**config.mk**
```make
export PLATFORM = sky130hd
export DESIGN_NAME = recursive_mutex_table_core
export DESIGN_NICKNAME = d
export VERILOG_FILES = /design/src/hdl/rmt_pkg.sv /design/src/hdl/recursive_mutex_table_core.sv /design/src/hdl/rmt_front.sv /design/src/hdl/rmt_back.sv
export SDC_FILE = /design/constraint.sdc
export NUM_CORES = 2
export LEC_CHECK = 0
export BUFFER_PORTS_ARGS = -buffer_cell sky130_fd_sc_hd__buf_2
export CAP_MARGIN = 20
export CORE_ASPECT_RATIO = 0.9
export CORE_MARGIN = 2
export CORE_UTILIZATION = 50
export CTS_CLUSTER_SIZE = 25
export DETAILED_ROUTE_END_ITERATION = 8
export GPL_ROUTABILITY_DRIVEN = 0
export PLACE_DENSITY = 0.67
export SYNTH_ARGS = -nofsm -noshare
export SYNTH_HDL_FRONTEND = slang
export SYNTH_SLANG_ARGS = --single-unit
```
**constraint.sdc**
```tcl
create_clock -name clk -period 6 [get_ports clk]
set_input_delay 0.6 -clock clk [delete_from_list [all_inputs] [get_ports clk]]
set_output_delay 0.6 -clock clk [all_outputs]
set_load 0.005 [all_outputs]
```
**src/hdl/rmt_pkg.sv**
```systemverilog
// Shared constants, codes and the request record for the recursive mutex table.
package rmt_pkg;

  localparam int NUM_MUTEXES = 16;
  localparam int NUM_TASKS   = 16;

  localparam int IDX_IN_W = 4;
  localparam int TASK_W   = 4;
  localparam int PRIO_W   = 8;
  localparam int REQ_W    = 2;
  localparam int STAT_W   = 3;

  localparam int MIDX_W  = (NUM_MUTEXES > 1) ? $clog2(NUM_MUTEXES) : 1;
  localparam int SLOT_W  = $clog2(NUM_TASKS);
  localparam int PTR_W   = $clog2(2 * NUM_TASKS);
  localparam int LVL_W   = PTR_W + 1;
  localparam int WADDR_W = $clog2(NUM_MUTEXES * NUM_TASKS);
  localparam int CNT_W   = 7;
  localparam int CNT_MAX = 127;

  localparam int QDEPTH = 2;
  localparam int QPTR_W = 1;
  localparam int QCNT_W = 2;

  localparam logic [REQ_W-1:0] REQ_CREATE  = 2'd0;
  localparam logic [REQ_W-1:0] REQ_ACQUIRE = 2'd1;
  localparam logic [REQ_W-1:0] REQ_RELEASE = 2'd2;
  localparam logic [REQ_W-1:0] REQ_DESTROY = 2'd3;

  localparam logic [STAT_W-1:0] ST_OK      = 3'd0;
  localparam logic [STAT_W-1:0] ST_FIFO    = 3'd1;
  localparam logic [STAT_W-1:0] ST_INHERIT = 3'd2;
  localparam logic [STAT_W-1:0] ST_FAULT   = 3'd3;
  localparam logic [STAT_W-1:0] ST_NOFREE  = 3'd4;

  typedef struct packed {
    logic [REQ_W-1:0]  req;
    logic [MIDX_W-1:0] idx;
    logic [TASK_W-1:0] task_id;
    logic              inherit;
    logic              bad_idx;
  } rmt_item_t;

endpackage

```
**src/hdl/recursive_mutex_table_core.sv**
```systemverilog
// Top level of the recursive mutex table: request intake plus execute unit.
//
//  channel   ports                      handshake
//  request   start, busy, in_*          transfer when start && !busy
//  result    out_valid, out_*           one-cycle strobe, always taken
//
// The execute unit reads the head waiter of the addressed entry from the waiter store as it
// pops a request; in its execute state it reads the entry, writes it back and loads the result.
// A request taken into an empty intake queue is registered in a queue slot, then in the execute
// registers, then in the result registers, which raise its result strobe.
// Up to two requests wait in the intake queue; busy is high while it is full.
// Reset (synchronous, active low) clears all entries at once; no clearing pass.
// Results are never held back by the receiver.
module recursive_mutex_table_core (
  input  logic                          clk,
  input  logic                          rst_n,
  input  logic                          start,
  output logic                          busy,
  input  logic [rmt_pkg::REQ_W-1:0]     in_req_type,
  input  logic [rmt_pkg::IDX_IN_W-1:0]  in_mutex_index,
  input  logic [rmt_pkg::TASK_W-1:0]    in_task_id,
  input  logic [rmt_pkg::PRIO_W-1:0]    in_requester_priority,
  input  logic [rmt_pkg::PRIO_W-1:0]    in_owner_priority,
  output logic                          out_valid,
  output logic [rmt_pkg::STAT_W-1:0]    out_status,
  output logic [rmt_pkg::IDX_IN_W-1:0]  out_created_index,
  output logic                          out_wake_valid,
  output logic [rmt_pkg::TASK_W-1:0]    out_wake_task,
  output logic                          out_restore_priority
);
  import rmt_pkg::*;

  logic      q_valid;
  rmt_item_t q_item;
  logic      pop;

  rmt_front u_front (
    .clk                   (clk),
    .rst_n                 (rst_n),
    .start                 (start),
    .busy                  (busy),
    .in_req_type           (in_req_type),
    .in_mutex_index        (in_mutex_index),
    .in_task_id            (in_task_id),
    .in_requester_priority (in_requester_priority),
    .in_owner_priority     (in_owner_priority),
    .q_valid               (q_valid),
    .q_item                (q_item),
    .pop                   (pop)
  );

  rmt_back u_back (
    .clk                  (clk),
    .rst_n                (rst_n),
    .q_valid              (q_valid),
    .q_item               (q_item),
    .pop                  (pop),
    .out_valid            (out_valid),
    .out_status           (out_status),
    .out_created_index    (out_created_index),
    .out_wake_valid       (out_wake_valid),
    .out_wake_task        (out_wake_task),
    .out_restore_priority (out_restore_priority)
  );

endmodule

```
**src/hdl/rmt_front.sv**
```systemverilog
// Request intake: classify each request and hold it in a short queue for the execute unit.
module rmt_front (
  input  logic                             clk,
  input  logic                             rst_n,
  input  logic                             start,
  output logic                             busy,
  input  logic [rmt_pkg::REQ_W-1:0]        in_req_type,
  input  logic [rmt_pkg::IDX_IN_W-1:0]     in_mutex_index,
  input  logic [rmt_pkg::TASK_W-1:0]       in_task_id,
  input  logic [rmt_pkg::PRIO_W-1:0]       in_requester_priority,
  input  logic [rmt_pkg::PRIO_W-1:0]       in_owner_priority,
  output logic                             q_valid,
  output rmt_pkg::rmt_item_t               q_item,
  input  logic                             pop
);
  import rmt_pkg::*;

  rmt_item_t           slot_r [QDEPTH];
  logic [QPTR_W-1:0]   wr_ptr_r, rd_ptr_r;
  logic [QCNT_W-1:0]   cnt_r, cnt_nxt;
  rmt_item_t           item_in;
  logic                push, do_pop;

  always_comb begin
    item_in.req     = in_req_type;
    item_in.idx     = MIDX_W'(in_mutex_index);
    item_in.task_id = in_task_id;
    // a waiter that is more urgent than the owner asks for inheritance
    item_in.inherit = (in_requester_priority < in_owner_priority);
    item_in.bad_idx = (in_req_type != REQ_CREATE) &&
                      ({28'd0, in_mutex_index} >= 32'(NUM_MUTEXES));
  end

  assign busy    = (cnt_r == QCNT_W'(QDEPTH));
  assign push    = start && !busy;
  assign q_valid = (cnt_r != '0);
  assign do_pop  = pop && q_valid;
  assign q_item  = slot_r[rd_ptr_r];

  always_comb begin
    cnt_nxt = cnt_r;
    if (push && !do_pop) begin
      cnt_nxt = cnt_r + QCNT_W'(1);
    end else if (do_pop && !push) begin
      cnt_nxt = cnt_r - QCNT_W'(1);
    end
  end

  always_ff @(posedge clk) begin
    if (!rst_n) begin
      wr_ptr_r <= '0;
      rd_ptr_r <= '0;
      cnt_r    <= '0;
    end else begin
      if (push) begin
        wr_ptr_r <= wr_ptr_r + QPTR_W'(1);
      end
      if (do_pop) begin
        rd_ptr_r <= rd_ptr_r + QPTR_W'(1);
      end
      cnt_r <= cnt_nxt;
    end
  end

  always_ff @(posedge clk) begin
    if (push) begin
      slot_r[wr_ptr_r] <= item_in;
    end
  end

  a_cnt_bound: assert property (@(posedge clk) disable iff (!rst_n)
    cnt_r <= QCNT_W'(QDEPTH))
    else $error("request queue over depth");

  a_full_holds: assert property (@(posedge clk) disable iff (!rst_n)
    busy && !pop |=> busy)
    else $error("queue drained without a pop");

endmodule

```
**src/hdl/rmt_back.sv**
```systemverilog
// Execute unit: read-modify-write of one mutex entry and its waiter store per request.
module rmt_back (
  input  logic                          clk,
  input  logic                          rst_n,
  input  logic                          q_valid,
  input  rmt_pkg::rmt_item_t            q_item,
  output logic                          pop,
  output logic                          out_valid,
  output logic [rmt_pkg::STAT_W-1:0]    out_status,
  output logic [rmt_pkg::IDX_IN_W-1:0]  out_created_index,
  output logic                          out_wake_valid,
  output logic [rmt_pkg::TASK_W-1:0]    out_wake_task,
  output logic                          out_restore_priority
);
  import rmt_pkg::*;

  localparam logic S_IDLE = 1'b0;
  localparam logic S_EXEC = 1'b1;

  function automatic logic [SLOT_W-1:0] slot_of(input logic [PTR_W-1:0] p);
    if (p >= PTR_W'(NUM_TASKS)) begin
      slot_of = SLOT_W'(p - PTR_W'(NUM_TASKS));
    end else begin
      slot_of = SLOT_W'(p);
    end
  endfunction

  function automatic logic [PTR_W-1:0] ptr_inc(input logic [PTR_W-1:0] p);
    if (p == PTR_W'(2 * NUM_TASKS - 1)) begin
      ptr_inc = '0;
    end else begin
      ptr_inc = p + PTR_W'(1);
    end
  endfunction

  function automatic logic [LVL_W-1:0] level_of(input logic [PTR_W-1:0] h,
                                                input logic [PTR_W-1:0] t);
    if (t >= h) begin
      level_of = {1'b0, t} - {1'b0, h};
    end else begin
      level_of = {1'b0, t} + LVL_W'(2 * NUM_TASKS) - {1'b0, h};
    end
  endfunction

  function automatic logic [WADDR_W-1:0] waddr_of(input logic [MIDX_W-1:0] m,
                                                  input logic [SLOT_W-1:0] s);
    waddr_of = WADDR_W'(m) * WADDR_W'(NUM_TASKS) + WADDR_W'(s);
  endfunction

  logic                state_r, state_nxt;
  rmt_item_t           item_r;

  logic                in_use_r [NUM_MUTEXES];
  logic [CNT_W-1:0]    cnt_r    [NUM_MUTEXES];
  logic [TASK_W-1:0]   own_r    [NUM_MUTEXES];
  logic                ownv_r   [NUM_MUTEXES];
  logic [PTR_W-1:0]    head_r   [NUM_MUTEXES];
  logic [PTR_W-1:0]    tail_r   [NUM_MUTEXES];

  logic [TASK_W-1:0]   wait_mem [NUM_MUTEXES * NUM_TASKS];
  logic [TASK_W-1:0]   rd_data_r;
  logic [WADDR_W-1:0]  raddr, waddr;
  logic                mem_we;

  logic                free_found;
  logic [MIDX_W-1:0]   free_idx;

  logic [MIDX_W-1:0]   m;
  logic                cur_use, cur_ownv;
  logic [CNT_W-1:0]    cur_cnt;
  logic [TASK_W-1:0]   cur_own;
  logic [PTR_W-1:0]    cur_head, cur_tail;
  logic [LVL_W-1:0]    cur_lvl;

  logic                upd;
  logic [MIDX_W-1:0]   tgt;
  logic                ent_use_nxt, ent_ownv_nxt;
  logic [CNT_W-1:0]    ent_cnt_nxt;
  logic [TASK_W-1:0]   ent_own_nxt;
  logic [PTR_W-1:0]    ent_head_nxt, ent_tail_nxt;

  logic                out_valid_r;
  logic [STAT_W-1:0]   out_status_r, out_status_nxt;
  logic [IDX_IN_W-1:0] out_created_r, out_created_nxt;
  logic                out_wake_valid_r, out_wake_valid_nxt;
  logic [TASK_W-1:0]   out_wake_task_r, out_wake_task_nxt;
  logic                out_restore_r, out_restore_nxt;

  assign pop = (state_r == S_IDLE) && q_valid;

  always_comb begin
    unique case (state_r)
      S_IDLE:  state_nxt = q_valid ? S_EXEC : S_IDLE;
      S_EXEC:  state_nxt = S_IDLE;
      default: state_nxt = S_IDLE;
    endcase
  end

  // lowest free entry for create
  always_comb begin
    free_found = 1'b0;
    free_idx   = '0;
    for (int i = NUM_MUTEXES - 1; i >= 0; i--) begin
      if (!in_use_r[i]) begin
        free_found = 1'b1;
        free_idx   = MIDX_W'(i);
      end
    end
  end

  // fetch the head waiter while the request is popped
  assign raddr = waddr_of(q_item.idx, slot_of(head_r[q_item.idx]));

  always_comb begin
    m        = item_r.idx;
    cur_use  = in_use_r[m];
    cur_cnt  = cnt_r[m];
    cur_own  = own_r[m];
    cur_ownv = ownv_r[m];
    cur_head = head_r[m];
    cur_tail = tail_r[m];
    cur_lvl  = level_of(cur_head, cur_tail);
  end

  always_comb begin
    upd                = 1'b0;
    tgt                = m;
    ent_use_nxt        = cur_use;
    ent_cnt_nxt        = cur_cnt;
    ent_own_nxt        = cur_own;
    ent_ownv_nxt       = cur_ownv;
    ent_head_nxt       = cur_head;
    ent_tail_nxt       = cur_tail;
    mem_we             = 1'b0;
    waddr              = waddr_of(m, slot_of(cur_tail));
    out_status_nxt     = ST_FAULT;
    out_created_nxt    = '0;
    out_wake_valid_nxt = 1'b0;
    out_wake_task_nxt  = '0;
    out_restore_nxt    = 1'b0;

    if (item_r.req == REQ_CREATE) begin
      out_status_nxt = ST_NOFREE;
      if (free_found) begin
        upd             = 1'b1;
        tgt             = free_idx;
        ent_use_nxt     = 1'b1;
        ent_cnt_nxt     = '0;
        ent_own_nxt     = '0;
        ent_ownv_nxt    = 1'b0;
        ent_head_nxt    = '0;
        ent_tail_nxt    = '0;
        out_created_nxt = IDX_IN_W'(free_idx);
        out_status_nxt  = ST_OK;
      end
    end else if (!item_r.bad_idx && cur_use) begin
      unique case (item_r.req)
        REQ_ACQUIRE: begin
          if (cur_cnt == '0) begin
            upd            = 1'b1;
            ent_cnt_nxt    = CNT_W'(1);
            ent_own_nxt    = item_r.task_id;
            ent_ownv_nxt   = 1'b1;
            out_status_nxt = ST_OK;
          end else if (cur_ownv && cur_own == item_r.task_id) begin
            if (cur_cnt < CNT_W'(CNT_MAX)) begin
              upd            = 1'b1;
              ent_cnt_nxt    = cur_cnt + CNT_W'(1);
              out_status_nxt = ST_OK;
            end
          end else if (cur_lvl < LVL_W'(NUM_TASKS)) begin
            upd            = 1'b1;
            mem_we         = 1'b1;
            ent_tail_nxt   = ptr_inc(cur_tail);
            out_status_nxt = item_r.inherit ? ST_INHERIT : ST_FIFO;
          end
        end
        REQ_RELEASE: begin
          if (cur_ownv && cur_own == item_r.task_id && cur_cnt != '0) begin
            upd            = 1'b1;
            ent_cnt_nxt    = cur_cnt - CNT_W'(1);
            out_status_nxt = ST_OK;
            if (cur_cnt == CNT_W'(1)) begin
              out_restore_nxt = 1'b1;
              if (cur_lvl != '0) begin
                // hand ownership to the head waiter
                ent_head_nxt       = ptr_inc(cur_head);
                ent_own_nxt        = rd_data_r;
                ent_ownv_nxt       = 1'b1;
                ent_cnt_nxt        = CNT_W'(1);
                out_wake_valid_nxt = 1'b1;
                out_wake_task_nxt  = rd_data_r;
              end else begin
                ent_own_nxt  = '0;
                ent_ownv_nxt = 1'b0;
                ent_head_nxt = '0;
                ent_tail_nxt = '0;
              end
            end
          end
        end
        REQ_DESTROY: begin
          if (cur_cnt == '0) begin
            upd            = 1'b1;
            ent_use_nxt    = 1'b0;
            ent_own_nxt    = '0;
            ent_ownv_nxt   = 1'b0;
            ent_head_nxt   = '0;
            ent_tail_nxt   = '0;
            out_status_nxt = ST_OK;
          end
        end
        default: begin
          out_status_nxt = ST_FAULT;
        end
      endcase
    end
  end

  always_ff @(posedge clk) begin
    if (!rst_n) begin
      state_r     <= S_IDLE;
      out_valid_r <= 1'b0;
      for (int i = 0; i < NUM_MUTEXES; i++) begin
        in_use_r[i] <= 1'b0;
        cnt_r[i]    <= '0;
        own_r[i]    <= '0;
        ownv_r[i]   <= 1'b0;
        head_r[i]   <= '0;
        tail_r[i]   <= '0;
      end
    end else begin
      state_r     <= state_nxt;
      out_valid_r <= (state_r == S_EXEC);
      if (state_r == S_EXEC && upd) begin
        in_use_r[tgt] <= ent_use_nxt;
        cnt_r[tgt]    <= ent_cnt_nxt;
        own_r[tgt]    <= ent_own_nxt;
        ownv_r[tgt]   <= ent_ownv_nxt;
        head_r[tgt]   <= ent_head_nxt;
        tail_r[tgt]   <= ent_tail_nxt;
      end
    end
  end

  always_ff @(posedge clk) begin
    if (pop) begin
      item_r    <= q_item;
      rd_data_r <= wait_mem[raddr];
    end
    if (state_r == S_EXEC && mem_we) begin
      wait_mem[waddr] <= item_r.task_id;
    end
  end

  always_ff @(posedge clk) begin
    if (state_r == S_EXEC) begin
      out_status_r     <= out_status_nxt;
      out_created_r    <= out_created_nxt;
      out_wake_valid_r <= out_wake_valid_nxt;
      out_wake_task_r  <= out_wake_task_nxt;
      out_restore_r    <= out_restore_nxt;
    end
  end

  assign out_valid            = out_valid_r;
  assign out_status           = out_status_r;
  assign out_created_index    = out_created_r;
  assign out_wake_valid       = out_wake_valid_r;
  assign out_wake_task        = out_wake_task_r;
  assign out_restore_priority = out_restore_r;

  a_exec_strobe: assert property (@(posedge clk) disable iff (!rst_n)
    state_r == S_EXEC |=> out_valid_r)
    else $error("executed request gave no result");

  a_strobe_idle: assert property (@(posedge clk) disable iff (!rst_n)
    out_valid_r |-> state_r == S_IDLE)
    else $error("result strobe outside the idle slot");

  a_fault_clean: assert property (@(posedge clk) disable iff (!rst_n)
    out_valid_r && out_status_r == ST_FAULT |->
      !out_wake_valid_r && !out_restore_r && out_created_r == '0 && out_wake_task_r == '0)
    else $error("fault result carries side fields");

  a_wake_full_release: assert property (@(posedge clk) disable iff (!rst_n)
    out_valid_r && out_wake_valid_r |-> out_restore_r && out_status_r == ST_OK)
    else $error("wake without a full release");

endmodule

```
==> impl_results.html <==
<table>
<tr><th>Metric</th><th>Value</th></tr>
<tr><th colspan="2">Run status</th></tr>
<tr><td>Status</td><td>finished clean</td></tr>
<tr><th colspan="2">Route</th></tr>
<tr><td>DRC errors left</td><td>0</td></tr>
<tr><td>Number of DRC violations after detailed-routing iteration 0</td><td>6,158</td></tr>
<tr><td>WL/cell</td><td>27.3 µm</td></tr>
<tr><td>Via-per-instance ratio</td><td>between 6 and 7</td></tr>
<tr><td>Count of TritonRoute iterations in the first routing pass</td><td>6</td></tr>
<tr><td>Final routed wirelength across all metal layers</td><td>177 mm</td></tr>
<tr><td>Post-DRT Antenna Nets</td><td>0</td></tr>
<tr><td>Via Count</td><td>~41,000</td></tr>
<tr><th colspan="2">CTS</th></tr>
<tr><td>CTS tree</td><td>done</td></tr>
<tr><td>Clock Latency Late Sink</td><td>approximately 0.8 ns</td></tr>
<tr><td>CTS buffer count</td><td>146</td></tr>
<tr><td>Clk pin slew, worst setup/hold paths</td><td>0.06 ns</td></tr>
<tr><td>Worst-case clock buffer depth</td><td>3</td></tr>
<tr><td>Root Buffer Master</td><td>sky130_fd_sc_hd__clkbuf_16</td></tr>
<tr><td>Post-CTS setup-driven buffer insertion count</td><td>0</td></tr>
<tr><td>Number of levels the H-tree was split into</td><td>4</td></tr>
<tr><td>TritonCTS Sinks</td><td>1,453</td></tr>
<tr><th colspan="2">Critical path</th></tr>
<tr><td>Critical path data arrival time</td><td>6.05 ns</td></tr>
<tr><td>List of cells traversed by the critical path</td><td>buf_4 -&gt; mux4_2 -&gt; mux4_2 -&gt; ha_1 -&gt; o21a_1 -&gt; nor3_1 -&gt; a211oi_2 -&gt; nor2_1 -&gt; and3_1 -&gt; nand3_1 -&gt; nor2_1 -&gt; nand2_2 -&gt; nor2_1</td></tr>
<tr><td>Maximum fanout count along the critical path</td><td>21</td></tr>
<tr><td>Critical path capture point type</td><td>register</td></tr>
<tr><td>Number of buffer and inverter instances along the worst setup path</td><td>1</td></tr>
<tr><td>Cell family with most CP delay</td><td>simple AND/OR/NAND/NOR gates</td></tr>
<tr><td>Required @ worst endpoint</td><td>between 6 and 7 ns</td></tr>
<tr><td>Worst setup path class</td><td>register to register</td></tr>
<tr><td>Launching element type of the critical path</td><td>register</td></tr>
<tr><td>Max incr delay on CP</td><td>0.63 ns</td></tr>
<tr><td>Critical Path Slowest Stage Cell</td><td>sky130_fd_sc_hd__dfxtp_4</td></tr>
<tr><td>Worst path most repeated cell</td><td>sky130_fd_sc_hd__nor2_1</td></tr>
<tr><th colspan="2">Logic synthesis</th></tr>
<tr><td>FF+latch count, synth</td><td>1,453</td></tr>
<tr><td>Count of different cell masters after synthesis</td><td>91</td></tr>
<tr><td>Post-synth top cells</td><td>sky130_fd_sc_hd__edfxtp_1, sky130_fd_sc_hd__nand2_1, sky130_fd_sc_hd__nor2_1</td></tr>
<tr><td>Number of instances in the synthesized netlist</td><td>4,694</td></tr>
<tr><td>Sequential area share after synthesis</td><td>69.8%</td></tr>
<tr><td>Top cells by area in the synthesized netlist</td><td>sky130_fd_sc_hd__edfxtp_1, sky130_fd_sc_hd__nand2_1, sky130_fd_sc_hd__mux4_2</td></tr>
<tr><td>Number of enable-type register cells in the synthesized netlist</td><td>1,410</td></tr>
<tr><td>Async set-reset flop share out of synthesis</td><td>0%</td></tr>
<tr><td>Post-Synthesis Cell Area</td><td>61,900 µm²</td></tr>
<tr><td>Net count after synthesis</td><td>4,752</td></tr>
<tr><td>Cell with the most instances after synthesis</td><td>sky130_fd_sc_hd__edfxtp_1</td></tr>
<tr><td>Per-instance average area after synthesis</td><td>13.2 µm²</td></tr>
<tr><td>Proportion of netlist area held by the largest area contributor</td><td>68.4%</td></tr>
<tr><td>Dominant register cell in the synthesized netlist</td><td>sky130_fd_sc_hd__edfxtp_1</td></tr>
<tr><td>Count of synthesis-stage warnings from yosys</td><td>0</td></tr>
<tr><td>Synth area leader</td><td>sky130_fd_sc_hd__edfxtp_1</td></tr>
<tr><th colspan="2">Cells and area</th></tr>
<tr><td>Layout overhead on the synthesized area</td><td>12.5%</td></tr>
<tr><td>Non-Filler Instances</td><td>6,490</td></tr>
<tr><td>Final #Nets</td><td>4,816</td></tr>
<tr><td>Final core utilization</td><td>56.7%</td></tr>
<tr><td>Share of cells above drive strength 1</td><td>13.6%</td></tr>
<tr><td>Antenna diode count</td><td>0</td></tr>
<tr><td>Number of fill cells in the layout</td><td>9,633</td></tr>
<tr><td>Post-route standard cell area excluding fillers</td><td>roughly 70,000 µm²</td></tr>
<tr><th colspan="2">Timing</th></tr>
<tr><td>Maximum clock rate</td><td>0.177 GHz</td></tr>
<tr><td>Final worst hold slack</td><td>0.183 ns</td></tr>
<tr><td>Shortest period the worst path allows</td><td>5.63 ns</td></tr>
<tr><td>Fin. Hold Viols</td><td>0</td></tr>
<tr><td>Tightest Pin Transition</td><td>1.13 ns</td></tr>
<tr><td>Final clock skew</td><td>0.0512 ns</td></tr>
<tr><td>Slew margin rel.</td><td>24.3%</td></tr>
<tr><td>Final number of max-transition violations</td><td>0</td></tr>
<tr><td>Final-report setup violation count</td><td>0</td></tr>
<tr><td>Setup total negative slack</td><td>0 ns</td></tr>
<tr><td>Tcrit/Tclk final</td><td>93.9%</td></tr>
<tr><td>Setup repair after global routing missed its margin</td><td>false</td></tr>
<tr><th colspan="2">Floorplanning</th></tr>
<tr><td>Die area</td><td>127,000 µm²</td></tr>
<tr><td>Number of placement rows</td><td>122</td></tr>
<tr><td>Die H</td><td>338 µm</td></tr>
<tr><td>Core area</td><td>123,000 µm²</td></tr>
<tr><td># IOs</td><td>44</td></tr>
<tr><td>Initial core utilization</td><td>between 50 and 60%</td></tr>
<tr><td>Horizontal die dimension</td><td>~370 µm</td></tr>
<tr><th colspan="2">Placement</th></tr>
<tr><td>Dpl cells</td><td>6,212</td></tr>
<tr><td>Cell area after placement</td><td>64,700 µm²</td></tr>
<tr><td>Estimated wirelength of the detail-placed design</td><td>104 mm</td></tr>
<tr><td>Count of port buffers added during placement</td><td>43</td></tr>
<tr><th colspan="2">GRT</th></tr>
<tr><td>Met3 usage</td><td>5.39%</td></tr>
<tr><td>Sum of overflow across all layers after global routing</td><td>0</td></tr>
<tr><td>Fraction of met2 tracks used by global routing</td><td>43.7%</td></tr>
<tr><td>Met1 layer usage reported by global route</td><td>38.9%</td></tr>
<tr><td>Most used routing layer in global routing</td><td>met2</td></tr>
<tr><td>Antenna violations before repair</td><td>1</td></tr>
<tr><td>First-pass GRT wire length</td><td>about 260 mm</td></tr>
<tr><td>Pin count of the biggest net entering global routing</td><td>203</td></tr>
<tr><td>Gr usage total</td><td>27.8%</td></tr>
<tr><td>Vias in the first global route</td><td>39,400</td></tr>
<tr><th colspan="2">Power and ir drop</th></tr>
<tr><td>Peak supply drop</td><td>0.000525 V</td></tr>
<tr><td>Power density over the cells</td><td>514 nW/µm²</td></tr>
<tr><td>Leak Pwr</td><td>0.0235 µW</td></tr>
<tr><th colspan="2">Job</th></tr>
<tr><td>Max Cap Violations</td><td>0</td></tr>
<tr><th colspan="2">Min path</th></tr>
<tr><td>Hold Path Class</td><td>primary input to register</td></tr>
</table>
## repair_timing
item                                    CTS  global route
hold endpoints to repair                 20             0
resized for setup                         0             4
hold buffers                             10             0
endpoints found under the setup margin    0           128
## through the flow
stage | power, µW | setup slack, ns
after floorplan | 21200 | -0.0487
after global placement | 26400 | 0.256
after detailed placement | 26400 | 0.129
after CTS | 35600 | 0.0793
after global routing | 37000 | 0.0943
final | 35800 | 0.365
## power breakdown
part / switching [µW] / total [µW] / internal [µW]
Clock: 3950 / 9230 / 5280
Sequential: 359 / 12700 / 12400
Combinational: 9740 / 13800 / 4090
## kinds of logic after synthesis
| family | count (synthesis) | synth area share (%) |
|---|---|---|
| simple gates | 1936 | 13.3 |
| flops | 1453 | 69.8 |
| compound gates | 662 | 7.30 |
| buf+inv | 384 | 2.75 |
| mux | 218 | 6.10 |
| fa+ha+maj | 29 | 0.598 |
| xor+xnor | 12 | 0.206 |
## state kept, by name, indices dropped and copies added (netlist names), named ones only
signal,flops
u_back.ownv_r,16
u_back.in_use_r,16
u_back.out_valid,1
u_back.m,4
u_back.wait_mem,1024
u_back.out_status,3
u_back.head_r,80
u_front.cnt_r,2
u_front.slot_r,22
u_back.item_r,7
u_back.out_wake_task,4
u_back.tail_r,80
u_front.wr_ptr_r,1
u_back.out_wake_valid,1
u_back.rd_data_r,4
u_front.rd_ptr_r,1
u_back.state_r,1
u_back.cnt_r,112
u_back.own_r,64
u_back.out_created_index,4
u_back.out_restore_priority,1
## final timing paths
kind              slack, ns              from  cells after the start                 endpoint
hold / removal         0.18             start                      4         u_front.wr_ptr_r
setup reg to reg       0.37          register                     13  u_back.wait_mem[197][1]
hold reg to reg        0.46  u_back.ownv_r[9]                      2         u_back.ownv_r[9]
setup / recovery       0.37          register                     13  u_back.wait_mem[197][1]
## cell type report
type	instances	area [µm²]	share of cell area [%]
clock buffer	181	3870	5.56
clock inverter	87	976	1.40
inverter	45	169	0.243
multi-input combinational	2857	17200	24.7
sequential	1453	43200	62.0
tap	1612	2020	2.90
timing repair buffer	255	2200	3.16
## cell usage in the layout, fill, tap and decap left out, types with 14 or more instances in the layout
cell type                   count
sky130_fd_sc_hd__a22oi_1       14
sky130_fd_sc_hd__nor2_2        15
sky130_fd_sc_hd__buf_12        29
sky130_fd_sc_hd__nand2_1      803
sky130_fd_sc_hd__buf_4        172
sky130_fd_sc_hd__clkinv_2      21
sky130_fd_sc_hd__a21oi_1      171
sky130_fd_sc_hd__ha_1          28
sky130_fd_sc_hd__a32oi_1       24
sky130_fd_sc_hd__o21ai_0       59
sky130_fd_sc_hd__dfxtp_1       40
sky130_fd_sc_hd__a211oi_1     130
sky130_fd_sc_hd__a311oi_1      36
sky130_fd_sc_hd__clkbuf_16    150
sky130_fd_sc_hd__o211ai_1      14
sky130_fd_sc_hd__clkbuf_1      30
sky130_fd_sc_hd__nand4_1       21
sky130_fd_sc_hd__bufinv_16     15
sky130_fd_sc_hd__o2111ai_1     17
sky130_fd_sc_hd__edfxtp_1    1410
sky130_fd_sc_hd__clkinv_1      33
sky130_fd_sc_hd__and3_1       130
sky130_fd_sc_hd__nor2_1       634
sky130_fd_sc_hd__mux4_2       118
sky130_fd_sc_hd__mux2i_1       84
sky130_fd_sc_hd__inv_1         41
sky130_fd_sc_hd__a31oi_1       87
sky130_fd_sc_hd__nand2_2       17
sky130_fd_sc_hd__a221oi_1      19
sky130_fd_sc_hd__nor3_1        28
sky130_fd_sc_hd__nand3_1      198
sky130_fd_sc_hd__buf_2         43
## per-layer routing
| layer | wire length (µm) | share of wire [%] |
|---|---|---|
| met1 | 70100 | 40 |
| met4 | 6330 | 3.6 |
| met3 | 19300 | 11 |
| met2 | 81200 | 46 |
| met5 | 0 | 0 |
## tightest hold or removal path, stage by stage
cell                      delay, ns
sky130_fd_sc_hd__buf_2         0.10
sky130_fd_sc_hd__nand2_1       0.10
sky130_fd_sc_hd__xor2_1        0.07
sky130_fd_sc_hd__nor2_1        0.07
(Power assumes the default switching activity.)
